<file path="config.mk">
export PLATFORM = sky130hd
export DESIGN_NAME = biphasic_pulse_burst_sequencer_unit
export DESIGN_NICKNAME = d
export VERILOG_FILES = /design/src/hw/rtl/bpbs_pkg.sv /design/src/hw/rtl/biphasic_pulse_burst_sequencer_unit.sv
export SDC_FILE = /design/constraint.sdc
export NUM_CORES = 1
export LEC_CHECK = 0
export BUFFER_PORTS_ARGS = -buffer_cell sky130_fd_sc_hd__clkbuf_2
export CORE_MARGIN = 4
export CORE_UTILIZATION = 40
export DETAILED_ROUTE_END_ITERATION = 8
export HOLD_SLACK_MARGIN = 0.06
export PLACE_DENSITY = 0.59
export SETUP_SLACK_MARGIN = 0.2
export SLEW_MARGIN = 20
export SYNTH_ARGS = -nofsm -noshare
export SYNTH_HDL_FRONTEND = slang
export SYNTH_SLANG_ARGS = --single-unit
</file>
<file path="constraint.sdc">
create_clock -name clk -period 15.9 [get_ports clk]
set_clock_uncertainty 0.1 [all_clocks]
set_input_delay 3.18 -clock clk [delete_from_list [all_inputs] [get_ports clk]]
set_output_delay 3.18 -clock clk [all_outputs]
set_load 0.01 [all_outputs]
</file>
<file path="src/hw/rtl/bpbs_pkg.sv">
`default_nettype none

package bpbs_pkg;

  // internal counter widths
  localparam int TIME_BITS  = 24;
  localparam int COUNT_BITS = 16;

  // register field widths
  localparam int PULSE_W  = 16;
  localparam int HALF_W   = 16;
  localparam int GAP_W    = 24;
  localparam int PERIOD_W = 24;

  localparam int CFG_IDX_W  = 3;
  localparam int CFG_DATA_W = 24;

  // compare widths wide enough for both operands
  localparam int TCMP_W = (TIME_BITS > GAP_W) ? TIME_BITS : GAP_W;
  localparam int PCMP_W = (COUNT_BITS > PULSE_W) ? COUNT_BITS : PULSE_W;

  // register indexes
  localparam logic [CFG_IDX_W-1:0] REG_PULSES = 3'd0;
  localparam logic [CFG_IDX_W-1:0] REG_HALF   = 3'd1;
  localparam logic [CFG_IDX_W-1:0] REG_GAP    = 3'd2;
  localparam logic [CFG_IDX_W-1:0] REG_PERIOD = 3'd3;
  localparam logic [CFG_IDX_W-1:0] REG_SYNC   = 3'd4;

  // register reset values
  localparam logic [PULSE_W-1:0]  PULSES_RST = 16'd10;
  localparam logic [HALF_W-1:0]   HALF_RST   = 16'd1;
  localparam logic [GAP_W-1:0]    GAP_RST    = 24'd500;
  localparam logic [PERIOD_W-1:0] PERIOD_RST = 24'd33333;

  typedef enum logic [1:0] {
    PH_BURST1 = 2'd0,
    PH_GAP    = 2'd1,
    PH_BURST2 = 2'd2,
    PH_REST   = 2'd3
  } phase_t;

  typedef struct packed {
    phase_t                phase;
    logic [TIME_BITS-1:0]  timer;
    logic [COUNT_BITS-1:0] count;
    logic                  neg;
    logic [TIME_BITS-1:0]  since2;
  } seq_state_t;

endpackage

`default_nettype wire

</file>
<file path="src/hw/rtl/biphasic_pulse_burst_sequencer_unit.sv">
// output timing: a result item is valid in the cycle after its tick item is accepted
// throughput: one tick item per clock while out_stall does not hold the output; the path is the phase-skip chain of up
//   to four compares plus the timer and pulse-count update before the state flops
// reset (rst, synchronous): registers return to their defaults, the frame
//   restarts in the first burst with positive half, output register empty
`default_nettype none

module biphasic_pulse_burst_sequencer_unit (
  input  wire logic                                clk,
  input  wire logic                                rst,
  // configuration write port
  input  wire logic                                cfg_we,
  input  wire logic [bpbs_pkg::CFG_IDX_W-1:0]      cfg_index,
  input  wire logic [bpbs_pkg::CFG_DATA_W-1:0]     cfg_data,
  // tick items in
  input  wire logic                                in_valid,
  output logic                                     in_stall,
  input  wire logic                                run,
  // pin level items out
  output logic                                     out_valid,
  input  wire logic                                out_stall,
  output logic                                     g1_pos,
  output logic                                     g1_neg,
  output logic                                     g2_pos,
  output logic                                     g2_neg,
  output logic [1:0]                               frame_phase
);

  localparam int TB = bpbs_pkg::TIME_BITS;
  localparam int CB = bpbs_pkg::COUNT_BITS;
  localparam int TW = bpbs_pkg::TCMP_W;
  localparam int PW = bpbs_pkg::PCMP_W;
  localparam logic [TB-1:0] TIME_MAX  = '1;
  localparam logic [CB-1:0] COUNT_MAX = '1;

  // configuration registers
  logic [bpbs_pkg::PULSE_W-1:0]  pulses_per_burst;
  logic [bpbs_pkg::HALF_W-1:0]   half_period_us;
  logic [bpbs_pkg::GAP_W-1:0]    group_gap_us;
  logic [bpbs_pkg::PERIOD_W-1:0] period_us;
  logic                          sync_mode;

  // frame state
  bpbs_pkg::seq_state_t state, state_next;

  // settled state and pin levels for this tick
  bpbs_pkg::seq_state_t cur;
  logic                 pin_g1, pin_g2;

  // effective limits after clamping
  logic [PW-1:0] pulses_lim;
  logic [TW-1:0] half_lim;
  logic [TW-1:0] period_lim;
  logic [TW-1:0] gap_lim;

  logic accept;

  // an item enters when the output register is free or being drained
  assign in_stall = out_valid & out_stall;
  assign accept   = in_valid & ~in_stall;

  always_comb begin
    if (PW'(pulses_per_burst) > PW'(COUNT_MAX)) begin
      pulses_lim = PW'(COUNT_MAX);
    end else begin
      pulses_lim = PW'(pulses_per_burst);
    end
    // zero half period or period acts as one tick
    half_lim   = (half_period_us == '0) ? TW'(1) : TW'(half_period_us);
    period_lim = (period_us == '0) ? TW'(1) : TW'(period_us);
    gap_lim    = TW'(group_gap_us);
  end

  // skip every phase whose length is already used up, at most one lap
  always_comb begin
    bpbs_pkg::phase_t nxt;
    logic             leave;
    cur = state;
    for (int i = 0; i < 4; i++) begin
      leave = 1'b0;
      nxt   = cur.phase;
      case (cur.phase)
        bpbs_pkg::PH_BURST1: begin
          if (PW'(cur.count) >= pulses_lim) begin
            leave = 1'b1;
            nxt   = sync_mode ? bpbs_pkg::PH_REST : bpbs_pkg::PH_GAP;
          end
        end
        bpbs_pkg::PH_GAP: begin
          if (TW'(cur.timer) >= gap_lim) begin
            leave = 1'b1;
            nxt   = bpbs_pkg::PH_BURST2;
          end
        end
        bpbs_pkg::PH_BURST2: begin
          if (PW'(cur.count) >= pulses_lim) begin
            leave = 1'b1;
            nxt   = bpbs_pkg::PH_REST;
          end
        end
        bpbs_pkg::PH_REST: begin
          // sync mode rests a full period; sequential counts from second burst start
          if (sync_mode ? (TW'(cur.timer) >= period_lim)
                        : (TW'(cur.since2) >= period_lim)) begin
            leave = 1'b1;
            nxt   = bpbs_pkg::PH_BURST1;
          end
        end
        default: begin
          leave = 1'b0;
        end
      endcase
      if (leave) begin
        cur.phase = nxt;
        cur.timer = '0;
        cur.count = '0;
        cur.neg   = 1'b0;
        if (nxt == bpbs_pkg::PH_BURST2) begin
          cur.since2 = '0;
        end
      end
    end
  end

  // which groups are driven this tick
  always_comb begin
    pin_g1 = (cur.phase == bpbs_pkg::PH_BURST1);
    pin_g2 = (cur.phase == bpbs_pkg::PH_BURST2) ||
             ((cur.phase == bpbs_pkg::PH_BURST1) && sync_mode);
  end

  // advance one microsecond from the settled state
  always_comb begin
    state_next = cur;
    if (cur.timer != TIME_MAX) begin
      state_next.timer = cur.timer + TB'(1);
    end
    if ((cur.phase == bpbs_pkg::PH_BURST2) || (cur.phase == bpbs_pkg::PH_REST)) begin
      if (cur.since2 != TIME_MAX) begin
        state_next.since2 = cur.since2 + TB'(1);
      end
    end
    // half period done: flip polarity, a full pulse counts on the way back
    if (((cur.phase == bpbs_pkg::PH_BURST1) || (cur.phase == bpbs_pkg::PH_BURST2)) &&
        (TW'(state_next.timer) >= half_lim)) begin
      state_next.timer = '0;
      state_next.neg   = ~cur.neg;
      if (cur.neg && (cur.count != COUNT_MAX)) begin
        state_next.count = cur.count + CB'(1);
      end
    end
    // run low restarts the frame
    if (!run) begin
      state_next = '0;
    end
  end

  // configuration registers
  always_ff @(posedge clk) begin
    if (rst) begin
      pulses_per_burst <= bpbs_pkg::PULSES_RST;
      half_period_us   <= bpbs_pkg::HALF_RST;
      group_gap_us     <= bpbs_pkg::GAP_RST;
      period_us        <= bpbs_pkg::PERIOD_RST;
      sync_mode        <= 1'b0;
    end else if (cfg_we) begin
      case (cfg_index)
        bpbs_pkg::REG_PULSES: pulses_per_burst <= cfg_data[bpbs_pkg::PULSE_W-1:0];
        bpbs_pkg::REG_HALF:   half_period_us   <= cfg_data[bpbs_pkg::HALF_W-1:0];
        bpbs_pkg::REG_GAP:    group_gap_us     <= cfg_data[bpbs_pkg::GAP_W-1:0];
        bpbs_pkg::REG_PERIOD: period_us        <= cfg_data[bpbs_pkg::PERIOD_W-1:0];
        bpbs_pkg::REG_SYNC:   sync_mode        <= cfg_data[0];
        default: begin
        end
      endcase
    end
  end

  // frame state advances once per accepted tick
  always_ff @(posedge clk) begin
    if (rst) begin
      state <= '0;
    end else if (accept) begin
      state <= state_next;
    end
  end

  // output register
  always_ff @(posedge clk) begin
    if (rst) begin
      out_valid <= 1'b0;
    end else if (accept) begin
      out_valid <= 1'b1;
    end else if (!out_stall) begin
      out_valid <= 1'b0;
    end
  end

  always_ff @(posedge clk) begin
    if (accept) begin
      g1_pos      <= run & pin_g1 & ~cur.neg;
      g1_neg      <= run & pin_g1 & cur.neg;
      g2_pos      <= run & pin_g2 & ~cur.neg;
      g2_neg      <= run & pin_g2 & cur.neg;
      frame_phase <= run ? cur.phase : bpbs_pkg::PH_BURST1;
    end
  end

endmodule

`default_nettype wire

</file>
==> qor.yml <==
run_status:
  status: "completed"
worst_setup_path:
  cp.arrival_ns: 15.66
  end_kind: "flop"
  r2r_end: "state[46]"
  required_ns: 16.25
  start_kind: "flop"
  critPathKind: "reg -> reg"
  slowest_delay_ns: 0.44
  r2r_slack_ns: 0.59
  critPathSlowestCell: "a221o_1"
  r2r-start: "period_us[3]"
  crit_fanout: 8
  cp-startpoint: "period_us[3]"
  reg2regPathDepth: 82
  crit_top_cell: "buf_4"
  timing.critical_path.to: "state[46]"
detailed_routing:
  wire_per_inst_um: 23.0
  wl_um: 69500
  num_vias: 18200
  drt_first_pass_iters: 6
  postRouteAntennaNets: 0
  via_per_inst: 6.03
  drcViolationCount: 0
  drtIter0Drc: 1481
yosys:
  synth-edff-count: 6
  synth.yosys.seq_area_share_pct: 18.3
  netlist_instances: 2234
  synthTopCellsByArea: "ha_1 (27%), dfxtp_1 (17%), nand2_1 (7.0%), a21oi_1 (5.4%), and2_1 (4.4%)"
  netlist_area_mm2: 0.0173
  synth-warning-count: 0
  synth_area_per_cell_um2: 7.74
  ys_seq_elements: 155
  yosysTopAreaCell: "ha_1"
  ys_types: 101
  synth_top_cell_area_share_pct: 26.8
  ys.flop_type: "dfxtp_1"
  synthesis.nets: 2638
  async_flop_share_pct: 0
floorplan:
  core_mm2: 0.0423
  die_area_mm2: 0.0466
  die_y_um: 216
  ios: 41
  initial_utilization_pct: 40.9
  die_w_um: 216
  rows: 75
placed_design:
  hpwl_um: 55200
  gp_congestion: 1.01
  dp_cells: 2950
  port_buffers: 40
  place_area_mm2: 0.0193
grt:
  track_usage_pct: 28.9
  grt_antenna_before_repair: 0
  overflow: 0
  grt_max_degree: 85
  first_global_vias: 17300
  grt_first_pass_wirelength_um: 104000
cts:
  clock_latency_ns: 0.51
  h-tree-depth: 4
  numCtsBuffers: 17
  path_clk_slew_ns: 0.09
  clockBufferDepth: 2
  clockRootBuffer: "clkbuf_16"
  cts_tree: "done"
  clock-sinks: 155
timing:
  final-setup-viol-count: 0
  fmax_ghz: 0.0653
  finalCriticalPeriod_ns: 15.31
  setup_tns_ns: 0
  slew_violations: 0
  hold_viol_final: 0
  slew_headroom_pct: 23.2
  period_share_pct: 96.3
  rsz0062_at_grt: "yes"
  tightest_slew_ns: 1.15
  holdWs_ns: 0.356
final_layout:
  stdcell_area_mm2: 0.0211
  fill_cells: 4141
  fin_nets: 2833
  layout-drive-gt1-share_pct: 18.8
  fin_cells: 3020
  syn2layout_area_growth_pct: 22.0
power_and_ir_drop:
  p_per_area_mw_per_mm2: 46.8
  total_power_uw: 988
  power.leakage_nw: 9.84
  peakVddDrop_mv: 0.0808
flow_run:
  cap_violations: 0
worst_hold_path:
  hold_path_class: "reg -> reg"
[logic make-up after synthesis]
kind of cell               synth area share (%)
muxes                                     0.304
adders and majority gates                  26.8
DFF                                        18.3
buffers and inverters                      4.67
xor gates and xnor gates                   1.27
AOI/OAI and AO/OA                          22.4
and+or+nand+nor                            26.3
[Yosys cell counts, types with 7 or more instances]
| library cell | n |
|---|---|
| or3_1 | 12 |
| o2111ai_1 | 8 |
| a211o_1 | 9 |
| a211oi_1 | 17 |
| o31ai_1 | 9 |
| a221o_1 | 7 |
| o21ai_1 | 10 |
| a31oi_1 | 17 |
| clkbuf_1 | 57 |
| nand2b_1 | 29 |
| and4_1 | 11 |
| or2_2 | 8 |
| nand2_1 | 321 |
| nor3_1 | 32 |
| and3_1 | 34 |
| nand4_1 | 62 |
| a21oi_1 | 186 |
| o21ai_0 | 92 |
| nor4_1 | 26 |
| and2_1 | 122 |
| a22o_1 | 22 |
| nor2b_1 | 24 |
| nor2_1 | 123 |
| o21a_1 | 14 |
| a2111oi_0 | 11 |
| inv_1 | 134 |
| xnor2_1 | 20 |
| buf_2 | 7 |
| a41oi_1 | 7 |
| o211ai_1 | 23 |
| a21o_1 | 66 |
| nand3_1 | 62 |
| ha_1 | 371 |
| dfxtp_1 | 149 |
[flip-flops by register name (all words and copies together) (netlist names)]
register / count
g2_pos: 1
g1_pos: 1
sync_mode: 1
g1_neg: 1
gap_lim: 24
out_valid: 1
g2_neg: 1
pulses_per_burst: 16
state: 67
frame_phase: 2
half_period_us: 16
period_us: 24
[what timing repair did]
action	4_1_cts	5_1_grt
endpoints found under the setup margin	41	41
cloned	0	3
setup buffers	11	23
hold buffers	0	0
pin swaps	10	93
gates resized for setup	25	173
[final cells by class]
cell class	instances	area [um2]	share of cell area [%]
Multi-Input combinational cell	1874	14200	67.3
Clock inverter	15	170	0.807
Antenna cell	1	2.50	0.0119
Tap cell	577	722	3.42
Clock buffer	17	425	2.02
Sequential cell	155	3170	15.0
Timing Repair Buffer	247	1900	9.01
Inverter	134	503	2.38
[critical path, delay by kind of cell (launching register included)]
kind                     cells  cell delay, ns
AO/OA/AOI/OAI               35            7.07
AND/OR/NAND/NOR             28            4.29
adder cells (fa/ha/maj)      6            1.35
flip-flops                   1            0.37
buffers and inverters       12            1.84
XOR/XNOR                     1            0.19
[through the flow]
stage               util, %  setup WS [ns]
floorplan                 -          0.215
global placement       45.5         -0.176
detailed placement     45.5         -0.552
CTS                    47.4          0.218
global route           49.8        -0.0114
finish                 49.8          0.591
[worst min-delay path by stage]
| stage | depth (start not counted) | to | startpoint | slack (ns) |
|---|---|---|---|---|
| after floorplan | 2 | gap_lim[10] | gap_lim[10] | 0.34 |
| after global placement | 2 | gap_lim[15] | gap_lim[15] | 0.34 |
| after detailed placement | 2 | gap_lim[23] | gap_lim[23] | 0.35 |
| after CTS | 2 | gap_lim[23] | gap_lim[23] | 0.36 |
| after global routing | 2 | gap_lim[20] | gap_lim[20] | 0.38 |
| final | 2 | gap_lim[23] | gap_lim[23] | 0.36 |
[power breakdown]
| part | total [mW] | switching [mW] | internal [mW] |
|---|---|---|---|
| registers | 0.401 | 0.00421 | 0.397 |
| logic | 0.152 | 0.0964 | 0.0556 |
| clock network | 0.435 | 0.225 | 0.211 |
| total | 0.988 | 0.325 | 0.663 |
[placed cells by master (no fill, tap or decap), types with 11 or more instances in the layout]
master	netlist	final
a21o_1	66	66
a31oi_1	17	16
o21ai_1	10	19
a21oi_1	186	172
ha_4	0	13
inv_1	134	128
and4_1	11	11
nand2b_1	29	23
dfxtp_1	149	148
a22o_1	22	22
nor2b_1	24	20
a211oi_1	17	12
o21a_1	14	13
buf_4	4	187
and2_4	0	16
and3_1	34	29
nand2_1	321	315
or3_1	12	11
nand3_1	62	60
and2_1	122	106
o211ai_1	23	23
nor2_1	123	115
clkbuf_16	0	19
ha_1	371	356
xnor2_1	20	17
nor4_1	26	18
nand4_1	62	62
clkbuf_2	0	39
a21oi_2	2	16
nor3_1	32	28
o21ai_0	92	77
buf_6	2	13
[metal layers]
layer,vias to the layer above,global-route usage (%),wire length [um]
met5,-,0,0
met4,0,13.3,3540
met3,181,4.54,5120
met2,739,45.4,30600
met1,8693,39.1,30200
li1,8609,-,-
Power figures use the tool's default switching activity.
